==> src/design/btk_pkg.sv <==
package btk_pkg;

  localparam int unsigned DATA_W = 32;
  localparam int unsigned OUT_CNT_W = 7;

  typedef enum logic [1:0] {
    OP_PUSH      = 2'd0,
    OP_POP_BEST  = 2'd1,
    OP_POP_WORST = 2'd2,
    OP_NOP       = 2'd3
  } op_t;

  // Per-cycle command broadcast to every cell of the chain.
  typedef struct packed {
    logic              push;       // insert value in sorted place
    logic              grow;       // push extends the valid run by one
    logic              drop_first; // shift everything toward cell 0
    logic              drop_last;  // shorten the valid run by one
    logic [DATA_W-1:0] value;      // candidate, also compared every cycle
  } cell_ctrl_t;

endpackage

==> src/design/btk_cell.sv <==
module btk_cell (
  input  logic                      clk,
  input  logic                      rst_n,
  input  btk_pkg::cell_ctrl_t       ctrl,
  input  logic [btk_pkg::DATA_W-1:0] left_value,
  input  logic                      left_gt,
  input  logic                      left_valid,
  input  logic [btk_pkg::DATA_W-1:0] right_value,
  input  logic                      right_valid,
  output logic [btk_pkg::DATA_W-1:0] value,
  output logic                      valid,
  output logic                      gt
);
  import btk_pkg::*;

  logic [DATA_W-1:0] value_r, value_nxt;
  logic              valid_r, valid_nxt;

  // An empty cell acts as +infinity so the insertion point falls at the end.
  assign gt    = !valid_r || (value_r > ctrl.value);
  assign value = value_r;
  assign valid = valid_r;

  always_comb begin
    value_nxt = value_r;
    valid_nxt = valid_r;
    if (ctrl.push) begin
      if (gt) begin
        value_nxt = left_gt ? left_value : ctrl.value;
      end
      if (ctrl.grow) begin
        valid_nxt = left_valid;
      end
    end else if (ctrl.drop_first) begin
      value_nxt = right_value;
      valid_nxt = right_valid;
    end else if (ctrl.drop_last) begin
      valid_nxt = right_valid;
    end
  end

  always_ff @(posedge clk) begin
    value_r <= value_nxt;
  end

  always_ff @(posedge clk) begin
    if (!rst_n) begin
      valid_r <= 1'b0;
    end else begin
      valid_r <= valid_nxt;
    end
  end

endmodule

==> config.mk <==
export PLATFORM = sky130hd
export DESIGN_NAME = btk_cell
export DESIGN_NICKNAME = d
export VERILOG_FILES = /design/src/design/btk_pkg.sv /design/src/design/btk_cell.sv
export SDC_FILE = /design/constraint.sdc
export NUM_CORES = 1
export LEC_CHECK = 0
export BUFFER_PORTS_ARGS = -buffer_cell sky130_fd_sc_hd__buf_2
export CAP_MARGIN = 20
export CORE_ASPECT_RATIO = 1.2
export CORE_MARGIN = 2
export CORE_UTILIZATION = 41
export CTS_CLUSTER_DIAMETER = 40
export DETAILED_ROUTE_END_ITERATION = 12
export MAX_ROUTING_LAYER = met4
export PLACE_DENSITY_LB_ADDON = 0.25
export RECOVER_POWER = 50
export REMOVE_ABC_BUFFERS = 1
export SLEW_MARGIN = 10
export SYNTH_ARGS = -nofsm -noshare
export SYNTH_HDL_FRONTEND = slang
export SYNTH_SLANG_ARGS = --single-unit
==> constraint.sdc <==
create_clock -name clk -period 3 [get_ports clk]
set_input_delay 0.45 -clock clk [delete_from_list [all_inputs] [get_ports clk]]
set_output_delay 0.45 -clock clk [all_outputs]
set_load 0.05 [all_outputs]
**After elaboration in Yosys (flattened, before gate mapping)**

Cells that the tools add are included.

- Flip-flop bits (word level): 33
- Input port bits: 105
- Output and inout port bits: 34

- $lt $le $gt $ge: 1
- Equal/unequal tests: 2
- Mux-type cells: 8
- Reduce and logical (&&, ||, !) cells: 6

Operators by type and width:

| kind | number |
|---|---|
| $mux W32 | 4 |
| $gt A32 B32 Y1 | 1 |
| $mux W1 | 4 |
| $reduce_and A2 Y1 | 2 |
| $reduce_bool A3 Y1 | 1 |
| $ne A2 B1 Y1 const B | 1 |
| $ne A2 B2 Y1 const B | 1 |
| $reduce_bool A2 Y1 | 1 |
| $logic_not A1 Y1 | 1 |
| $logic_or A1 B1 Y1 | 1 |

**Depth between registers and ports, before layout**

Gate-level depths: netlist of run 1.

- Depth after elaboration: 4
- Depth in mapped cells: 7

**Least setup slack after synthesis of run 1**

OpenSTA, ideal clock, no wires.

- Path type: register to register
- Start point: register value_r[14], in the netlist value[14]
- End point: register value_r[0], in the netlist value[0] (enable)
- Setup time: 0.402 ns
- Data arrival time: 2.773 ns
- Setup slack: -0.175 ns
- Cell stages (with the launch flop): 7
- Clock period less this slack: 3.175 ns
- Cell sequence: edfxtp_1 -> ha_1 -> nand4_1 -> nor4_2 -> a21boi_2 -> o31ai_2 -> a41oi_2

- Word-level cells in the longest chain between the ends: 4

Ends and longest elaborated chain:

| item | RTL line | source |
|---|---|---|
| start: declaration | btk_cell.sv:16 | `logic [DATA_W-1:0] value_r, value_nxt;` |
| start signal: assignment | btk_cell.sv:43 | `value_r <= value_nxt;` |
| $gt A32 B32 Y1 | btk_cell.sv:20 | `assign gt = !valid_r \|\| (value_r > ctrl.value);` |
| $logic_or A1 B1 Y1 | btk_cell.sv:20 |  |
| $ne A2 B1 Y1 (no line) | -- |  |
| $reduce_and A2 Y1 (no line) | -- |  |

Every way passes these cells.
A chain may end at the register's enable or synchronous reset.

**Worst setup path after layout of run 1**

- Start point: register value_r[14], in the netlist value[14]
- End point: output gt

- Word-level cells in the longest chain between the ends: 2

Ends and longest elaborated chain:

| item | RTL line | source |
|---|---|---|
| $gt A32 B32 Y1 | btk_cell.sv:20 |  |
| $logic_or A1 B1 Y1 | btk_cell.sv:20 |  |
| end: declaration | btk_cell.sv:12 | `output logic gt` |

Every way passes these cells.

==> results of run 1 <==
==> critical path: stages, from the launching register on <==
cell,delay [ps]
edfxtp_1,400
ha_1,330
nand4_1,200
nor4_2,350
a21boi_2,220
o31ai_2,100
a31oi_1,200
buf_2,300
==> where the power goes <==
| part | switching [mW] | leakage, nW | internal [mW] |
|---|---|---|---|
| sequential | 0.0274 | 0.325 | 0.568 |
| clock | 0.161 | 0.0455 | 0.187 |
| combinational | 0.351 | 1.29 | 0.172 |
==> logic make-up (layout without fill, tap and decap cells) <==
logic type,Yosys count,count (layout)
buf+inv,45,184
simple gates,58,58
mux,33,33
compound gates,62,62
fa+ha+maj,32,32
flops,33,33
==> final cells by class <==
class	instances	area share
tap	82	0.0305
inverter	33	0.0368
clock buffer	8	0.0268
timing repair buffer	143	0.202
multi-input combinational	185	0.413
sequential	33	0.291
==> routing by layer <==
| metal | wire [um] | track usage | vias up | share of wire |
|---|---|---|---|---|
| met1 | 2430 | 0.200 | 1040 | 0.40 |
| li1 | - | - | 1222 | - |
| met4 | 66 | 0.0468 | 0 | 0.011 |
| met3 | 488 | 0.0437 | 7 | 0.081 |
| met5 | 0 | - | - | 0 |
| met2 | 3070 | 0.336 | 91 | 0.51 |
==> sequential cells by signal, indices dropped and copies added (netlist names) <==
register and flops:
value 32, valid 1
==> worst max-delay path by stage <==
stage,start,endpoint,slack [ps],cells after the start
2_1_floorplan,value[14],value[0],-180,6
3_3_place_gp,ctrl[23],gt,300,9
3_5_place_dp,ctrl[23],gt,240,9
4_1_cts,value[23],gt,70,7
5_1_grt,value[14],gt,10,7
6_report,value[14],gt,160,7
==> placed cells by master (no fill, tap or decap), types with 5 or more instances in the layout <==
master      n
a21oi_1    45
buf_2     104
clkbuf_1   37
clkbuf_8    6
edfxtp_1   32
ha_1       32
inv_1      33
mux2i_1    32
nand2_1     6
nand3_1     5
nor2_1     34
==> through the flow <==
stage          setup TNS [ps]   util  setup WS (ps)  instances
6_report                    0  0.560            165        484
5_1_grt                     0  0.560           13.9        484
4_1_cts                     0  0.567           68.4        484
3_5_place_dp                0  0.552            240        476
3_3_place_gp                0  0.552            296        476
2_1_floorplan           -5620      -           -175        251
==> timing repair <==
action	in CTS	in global routing
setup endpoints to repair	0	1
resized for setup	0	1
setup buffers	0	0
==> out/qor.csv, run 1 <==
metric,value,unit
max-cap viol count,0,
Overall Global Routing Usage,0.187,
CTS sink cnt,33,
Die Ht,90.0,um
Synth top cells by count,"a21oi_1 (45), nor2_1 (34), inv_1 (33)",
critical path class,flop to output port,
vias per cell,4.88,
PortBufs,138,
largest family of logic cells by synthesized area,adder cells,
"CTS clk-pin slew, worst paths",70,ps
data required time of the critical path,2550,ps
crit start category,flop,
"EDFF count, synth",32,
Final Max Tran Viols,0,
post-synthesis register bit count,33,
vias in the first global route,2353,
DP Area,3320,um^2
Synth Flop Type,edfxtp_1,
# DRC,0,
1st-iter DRT viols,32,
multi-input logic area,1390,um^2
hold path depth,2,
achievable frequency,353,MHz
DP HPWL,5.01,mm
first-pass GRT wire length,9.72,mm
Core Region,6010,um^2
status,completed,
Mean Syn Cell Area,9.61,um^2
fin area,3370,um^2
critical path arrival,2390,ps
ANT cells,0,
main area contributors after synthesis,"edfxtp_1 (38%), ha_1 (16%), mux2i_1 (13%)",
die area,6810,um^2
total power,1.47,mW
Reg2Reg Launch Point,value[14],
row count,31,
worst hold path endpoint,valid,
Yosys top cell by area,edfxtp_1,
Area Growth Syn to Fin,33.2,%
chip width,75.7,um
LEAKAGE,1.66,nW
Layout fillers,591,
Initial Util,0.420,
Post-Synth XOR/XNOR Area,0,
CTS buffer count,5,
unrepaired setup endpoints after global routing,no,
reg2reg end,value[7],
Final ANT Viol Nets,0,
CTS root buf,clkbuf_8,
Sequential Area,981,um^2
final clock skew,9.49,ps
Post-Synth Simple-Gate Area,0.109,
Final Wtd Congestion,0.756,
R2R Setup Slk,550,ps
FF-to-FF path depth,7,
worst-margin pin slew,1110,ps
Yosys top cell area share,0.380,
pwr dens,436,nW/um^2
Async SR Flop Fraction,0,
yosys warns,0,
router iterations before antenna repair,4,
Syn Std Cell Area,2530,um^2
sequential cell area fraction in the yosys report,0.388,
Mapped Cells,263,
Worst IR Drop VDD,0.192,mV
"count leader, synth",a21oi_1,
relative slew slack,0.257,
worst skew pair latency,280,ps
fin crit period,2840,ps
"Setup violations, final",0,
Worst Setup End Kind,output port,
nets,538,
Hold Buf Count CTS,0,
Hold Slack,401,ps
fin crit share,0.945,
worst hold path startpoint,rst_n,
Hold Fails Final Rpt,0,
Hold Crit Class,input pin to flop,
TritonCTS clock tree,done,
wire per inst,12.5,um
H-Tree Depth,2,
largest net degree at the start of global routing,41,
synth unique cells,33,
# IOs,139,
routed via count,2360,
Post-Synth Adder-Cell Area,0.158,
share of cells above drive strength 1,0.299,
antenna violations before repair,0,
mux cell area share after synthesis,0.131,
Overflow after GRT,0,
Post-Route WL,6.05,mm
Worst Path Max Fanout,3,
Synth Area in Compound Gates,0.145,
maximum clock insertion buffer count,2,
Power figures use the tool's default switching activity.
==> run 2: changes to the inputs <==
--- a/config.mk
+++ b/config.mk
@@ -5,11 +5,12 @@
 export SDC_FILE = /design/constraint.sdc
 export NUM_CORES = 1
 export LEC_CHECK = 0
+export ABC_AREA = 1
 export BUFFER_PORTS_ARGS = -buffer_cell sky130_fd_sc_hd__buf_2
 export CAP_MARGIN = 20
 export CORE_ASPECT_RATIO = 1.2
 export CORE_MARGIN = 2
-export CORE_UTILIZATION = 41
+export CORE_UTILIZATION = 45
 export CTS_CLUSTER_DIAMETER = 40
 export DETAILED_ROUTE_END_ITERATION = 12
 export MAX_ROUTING_LAYER = met4
==> constraint.sdc (replaced) <==
create_clock -name clk -period 3.4 [get_ports clk]
set_input_delay 0.51 -clock clk [delete_from_list [all_inputs] [get_ports clk]]
set_output_delay 0.51 -clock clk [all_outputs]
set_load 0.05 [all_outputs]
==> run 2 against run 1 <==
  * Critical path depth is 2 lower
  * Register-to-register slack better by 610 ps
  * Count of clock-buffer cells in the layout stayed put
  * Combinational power is 10% lower
  * Flip-flop and latch count stayed put
  * Worst hold slack better by 92 ps
  * Worst setup slack better by 610 ps
  * Clock skew is 2.8 ps lower
  * Via count is 12% higher
  * Area after synthesis is 0.89% higher
  * Largest cell class unchanged
==> out/qor.csv, run 2 <==
metric,value,unit,change
yosys warns,0,,unchanged
Synth Flop Type,edfxtp_1,,
LEAKAGE,1.69,nW,+1.4%
nets,601,,+12%
Core Region,5560,um^2,-7.6%
routed via count,2635,,+12%
antenna violations before repair,0,,unchanged
chip width,72.7,um,-3.9%
data required time of the critical path,3410,ps,+860 ps
total power,1.31,mW,-11%
vias in the first global route,2426,,+3.1%
maximum clock insertion buffer count,2,,unchanged
status,completed,,
Post-Route WL,6.64,mm,+9.7%
"count leader, synth",nand2_1,,
Area Growth Syn to Fin,31.0,%,
router iterations before antenna repair,4,,unchanged
row count,30,,-3.2%
fin crit period,2630,ps,
largest net degree at the start of global routing,34,,-17%
"leading cell type in the layout, fill and taps excluded",buf_2,,
Post-Synth XOR/XNOR Area,0,,unchanged
CTS buffer count,5,,unchanged
critical path arrival,2640,ps,+250 ps
Worst Path Max Fanout,33,,+30
largest family of logic cells by synthesized area,simple AND/OR/NAND/NOR gates,,
# IOs,139,,unchanged
Final Max Tran Viols,0,,unchanged
TritonCTS clock tree,done,,
Overall Global Routing Usage,0.218,,+0.0311
relative slew slack,0.0920,,-0.165
Worst IR Drop VDD,0.243,mV,+27%
1st-iter DRT viols,94,,+190%
mux cell area share after synthesis,0,,-0.131
Synth Area in Compound Gates,0.169,,+0.0242
"CTS clk-pin slew, worst paths",70,ps,about the same
PortBufs,138,,unchanged
Post-CTS Setup Repair Bufs,0,,unchanged
CTS sink cnt,33,,unchanged
share of cells above drive strength 1,0.267,,-0.0318
Hold Fails Final Rpt,0,,unchanged
synth unique cells,25,,-24%
post-synthesis register bit count,33,,unchanged
Hold Buf Count CTS,0,,unchanged
Die Ht,86.5,um,-3.9%
Hold Crit Class,input pin to flop,,
Worst Setup End Kind,flop,,
"EDFF count, synth",32,,unchanged
setup slack at placement,878,ps,+638 ps
worst skew pair latency,280,ps,about the same
max FFs per register,32,,unchanged
sequential cell area fraction in the yosys report,0.385,,-0.00343
Synth top cells by count,"nand2_1 (71), o21ai_0 (57), inv_1 (40)",,
Syn Std Cell Area,2550,um^2,+0.89%
Post-Synth Adder-Cell Area,0.157,,-0.00140
Post-Synth Simple-Gate Area,0.206,,+0.0967
pwr dens,392,nW/um^2,-10%
most frequent cells in the layout,"buf_2 (103), nand2_1 (71), o21ai_0 (61), inv_1 (41), nor2_1 (39)",,
Mean Syn Cell Area,7.77,um^2,-19%
Overflow after GRT,0,,unchanged
max-cap viol count,0,,unchanged
achievable frequency,381,MHz,
final clock skew,6.71,ps,-2.78 ps
Final WS setup,774,ps,+609 ps
DP HPWL,5.10,mm,+1.7%
wire per inst,12.5,um,+0.37%
Async SR Flop Fraction,0,,unchanged
unrepaired setup endpoints after global routing,no,,
ANT cells,0,,unchanged
Yosys top cell area share,0.377,,-0.00336
Final ANT Viol Nets,0,,unchanged
Mapped Cells,328,,+25%
fin crit share,0.772,,
die area,6290,um^2,-7.7%
# DRC,0,,unchanged
Final Wtd Congestion,0.783,,+3.6%
worst-margin pin slew,1360,ps,+248 ps
"Setup violations, final",0,,unchanged
H-Tree Depth,2,,unchanged
first-pass GRT wire length,10.5,mm,+7.8%
crit start category,input pin,,
CTS root buf,clkbuf_8,,
Yosys top cell by area,edfxtp_1,,
vias per cell,4.98,,+2.2%
main area contributors after synthesis,"edfxtp_1 (38%), ha_1 (16%), o21ai_0 (11%)",,
Initial Util,0.459,,+0.0386
critical path class,input pin to flop,,
cts repair resizes,0,,unchanged
TNS Setup,0,ps,unchanged
[run 2: cell types whose count changed after synthesis, sizes merged, moves of 2 or more]
cell,change
nand3,-3
and4,-4
mux2i,-32
o21ai,+64
a21boi,-2
inv,+8
nor2,+9
a21oi,-32
nand2,+70
nor2b,-2
[run 2: where the power goes]
| part | internal [mW] | leakage, nW | switching, mW |
|---|---|---|---|
| Combinational | 0.143 | 1.31 | 0.327 |
| Sequential | 0.502 | 0.328 | 0.0244 |
| Clock | 0.165 | 0.0455 | 0.146 |
| Total | 0.810 | 1.69 | 0.498 |
[run 2: worst max-delay path, stage by stage]
cell and delay [ps]:
clkbuf_1 940, inv_1 640, buf_8 340, nor2_1 80, o21ai_0 120
[run 2: path summary, 6_finish.rpt]
kind,slack [ps],start,cells after the start,endpoint
worst max register to register,1160,value[15],12,value[23]
worst min-delay path,490,left_valid,3,valid
worst max-delay path,770,left_gt,5,value[30]
worst min register to register,580,valid,2,valid
[run 2: area by class of cell]
cell class	instances	area (um^2)
well taps	64	80.1
flip-flops and latches	33	981
multi-input cells	241	1360
repair buffers	142	681
inverters	41	154
fillers	538	2210
clock buffers	8	90.1
[run 2: metal layers]
metal	global-route usage	vias up	routed length [um]
li1	-	1361	-
met1	0.251	1168	2750
met2	0.382	102	3350
met3	0.0465	4	492
met4	0.0589	0	46
met5	-	-	0
[run 2: logic make-up after synthesis]
kind of cell | Yosys count
simple gates | 125
fa+ha+maj | 32
compound gates | 84
flops | 33
buf+inv | 54
[run 2: metrics by stage]
step	util	instances	hold slack, ps	cell area (um^2)
4_1_cts	0.607	528	479	3370
5_1_grt	0.601	529	485	3340
3_3_place_gp	0.591	520	556	3280
3_5_place_dp	0.591	520	556	3280
2_1_floorplan	-	315	652	2490
6_report	0.601	529	494	3340
==> run 3: changes to the inputs <==
--- a/config.mk
+++ b/config.mk
@@ -10,7 +10,7 @@
 export CAP_MARGIN = 20
 export CORE_ASPECT_RATIO = 1.2
 export CORE_MARGIN = 2
-export CORE_UTILIZATION = 45
+export CORE_UTILIZATION = 41
 export CTS_CLUSTER_DIAMETER = 40
 export DETAILED_ROUTE_END_ITERATION = 12
 export MAX_ROUTING_LAYER = met4
==> constraint.sdc (replaced) <==
create_clock -name clk -period 2.3 [get_ports clk]
set_input_delay 0.345 -clock clk [delete_from_list [all_inputs] [get_ports clk]]
set_output_delay 0.345 -clock clk [all_outputs]
set_load 0.05 [all_outputs]
==> run 3 against run 2 <==
  * Via count is 0.38% lower
  * First-iteration DRC count is 52% higher
  * Die area rose by 9.3%
  * Critical path depth rose by 5
  * Cell area grew 2.6%
  * Clock power up 44%
  * Sequential share of layout area down 0.75 points
  * Largest cell class unchanged
  * Highest routed layer unchanged
==> out/qor.csv, run 3 (synthesis gave the netlist of run 2 again) <==
metric,value,unit,change
status,completed,,
CTS buffer count,5,,unchanged
# IOs,139,,unchanged
fin area,3430,um^2,+2.6%
pwr dens,567,nW/um^2,+45%
"Cell Count, Final, Fillers Out",548,,+3.6%
critical path class,flop to output port,,
Post-CTS Setup Repair Bufs,0,,unchanged
wire per inst,12.2,um,-2.4%
Hold Buf Count CTS,0,,unchanged
Hold Slack,314,ps,-179 ps
LEAKAGE,1.72,nW,+1.9%
Core Region,6010,um^2,+8.2%
max FFs per register,32,,unchanged
Final Max Tran Viols,0,,unchanged
most frequent cells in the layout,"buf_2 (106), nand2_1 (70), o21ai_0 (59), inv_1 (40), nor2_1 (39)",,
routed via count,2625,,-0.38%
achievable frequency,450,MHz,
H-Tree Depth,2,,unchanged
fin crit share,0.966,,
PortBufs,138,,unchanged
row count,31,,+3.3%
Sequential Area,981,um^2,unchanged
router iterations before antenna repair,4,,unchanged
# DRC,0,,unchanged
DP HPWL,5.03,mm,-1.4%
"Setup violations, final",0,,unchanged
relative slew slack,0.418,,+0.326
max-cap viol count,0,,unchanged
fin crit period,2220,ps,
CTS root buf,clkbuf_8,,
crit start category,flop,,
Overflow after GRT,0,,unchanged
hold path depth,3,,unchanged
ANT cells,0,,unchanged
DP Cell Count,539,,+3.7%
Layout fillers,592,,+10%
Worst IR Drop VDD,0.349,mV,+44%
FF-to-FF path depth,12,,unchanged
worst skew pair latency,280,ps,about the same
"Core Util, Final",0.570,,-0.0311
Final Wtd Congestion,0.787,,+0.54%
Final ANT Viol Nets,0,,unchanged
die area,6870,um^2,+9.3%
1st-iter DRT viols,143,,+52%
Post-Route WL,6.71,mm,+1.1%
multi-input logic area,1370,um^2,+1.4%
CTS sink cnt,33,,unchanged
vias in the first global route,2420,,-0.25%
largest net degree at the start of global routing,35,,+2.9%
Initial Util,0.424,,-0.0349
"leading cell type in the layout, fill and taps excluded",buf_2,,
data required time of the critical path,1960,ps,-1450 ps
DP Area,3330,um^2,+1.3%
worst-margin pin slew,872,ps,-490 ps
final clock skew,8.13,ps,+1.42 ps
vias per cell,4.79,,-3.8%
unrepaired setup endpoints after global routing,yes,,
share of cells above drive strength 1,0.285,,+0.0187
Worst Path Max Fanout,3,,-91%
maximum clock insertion buffer count,2,,unchanged
antenna violations before repair,0,,unchanged
Die Ht,90.4,um,+4.5%
nets,602,,+0.17%
Area Growth Syn to Fin,34.4,%,
critical path arrival,1880,ps,-760 ps
Worst Setup End Kind,output port,,
Overall Global Routing Usage,0.197,,-0.0209
chip width,76.0,um,+4.5%
first-pass GRT wire length,10.7,mm,+2.0%
Hold Fails Final Rpt,0,,unchanged
Hold Crit Class,input pin to flop,,
"CTS clk-pin slew, worst paths",60,ps,about the same
TritonCTS clock tree,done,,
[run 3: cell types whose count changed in the layout (fill, tap and decap cells not counted), moves of 2 or more]
cell / before / now
o21ai_1: 7 / 9
o21ai_0: 61 / 59
buf_2: 103 / 106
clkbuf_1: 38 / 33
[run 3: path summary, 6_finish.rpt]
kind | slack (ps) | to | start
worst min register to register | 560 | valid | valid
worst max-delay path | 80 | gt | value[11]
worst max register to register | 160 | value[24] | value[11]
worst min-delay path | 310 | valid | rst_n
[run 3: final cells by class]
class                      instances  area share
inverter                          41      0.0449
clock buffer                       8      0.0263
multi-input combinational        241       0.401
timing repair buffer             143       0.212
tap                               82      0.0299
sequential                        33       0.286
[run 3: stage by stage]
stage               setup WS [ps]  TNS (ps)  power (mW)
floorplan                    -600    -19200        1.26
global placement              156         0        1.50
detailed placement            145         0        1.51
CTS                          12.3         0        1.97
global route                 -101      -513        2.08
finish                       78.0         0        1.94
[run 3: power by group]
| part | total (mW) | switching, mW | internal [mW] |
|---|---|---|---|
| sequential | 0.778 | 0.0366 | 0.742 |
| combinational | 0.718 | 0.487 | 0.231 |
| clock | 0.448 | 0.204 | 0.244 |
[run 3: critical path, stage by stage (launching register included)]
cell and delay [ps]:
edfxtp_1 430, ha_4 310, nand4_1 110, nor3_2 250
nand2_1 70, nand2_1 50, nand2_1 40, nand2_1 50
nand2_1 60, nand2_2 80, buf_8 150
[run 3: repair_timing]
item,in CTS,in global routing
cloned,0,1
endpoints found under the setup margin,1,19
resized for setup,2,4
pin swaps,0,4
[run 3: layer usage]
metal / share of wire / GRT usage
met1: 0.43 / 0.229
met3: 0.064 / 0.0450
met5: 0 / -
met2: 0.50 / 0.346
met4: 0.0064 / 0.0500
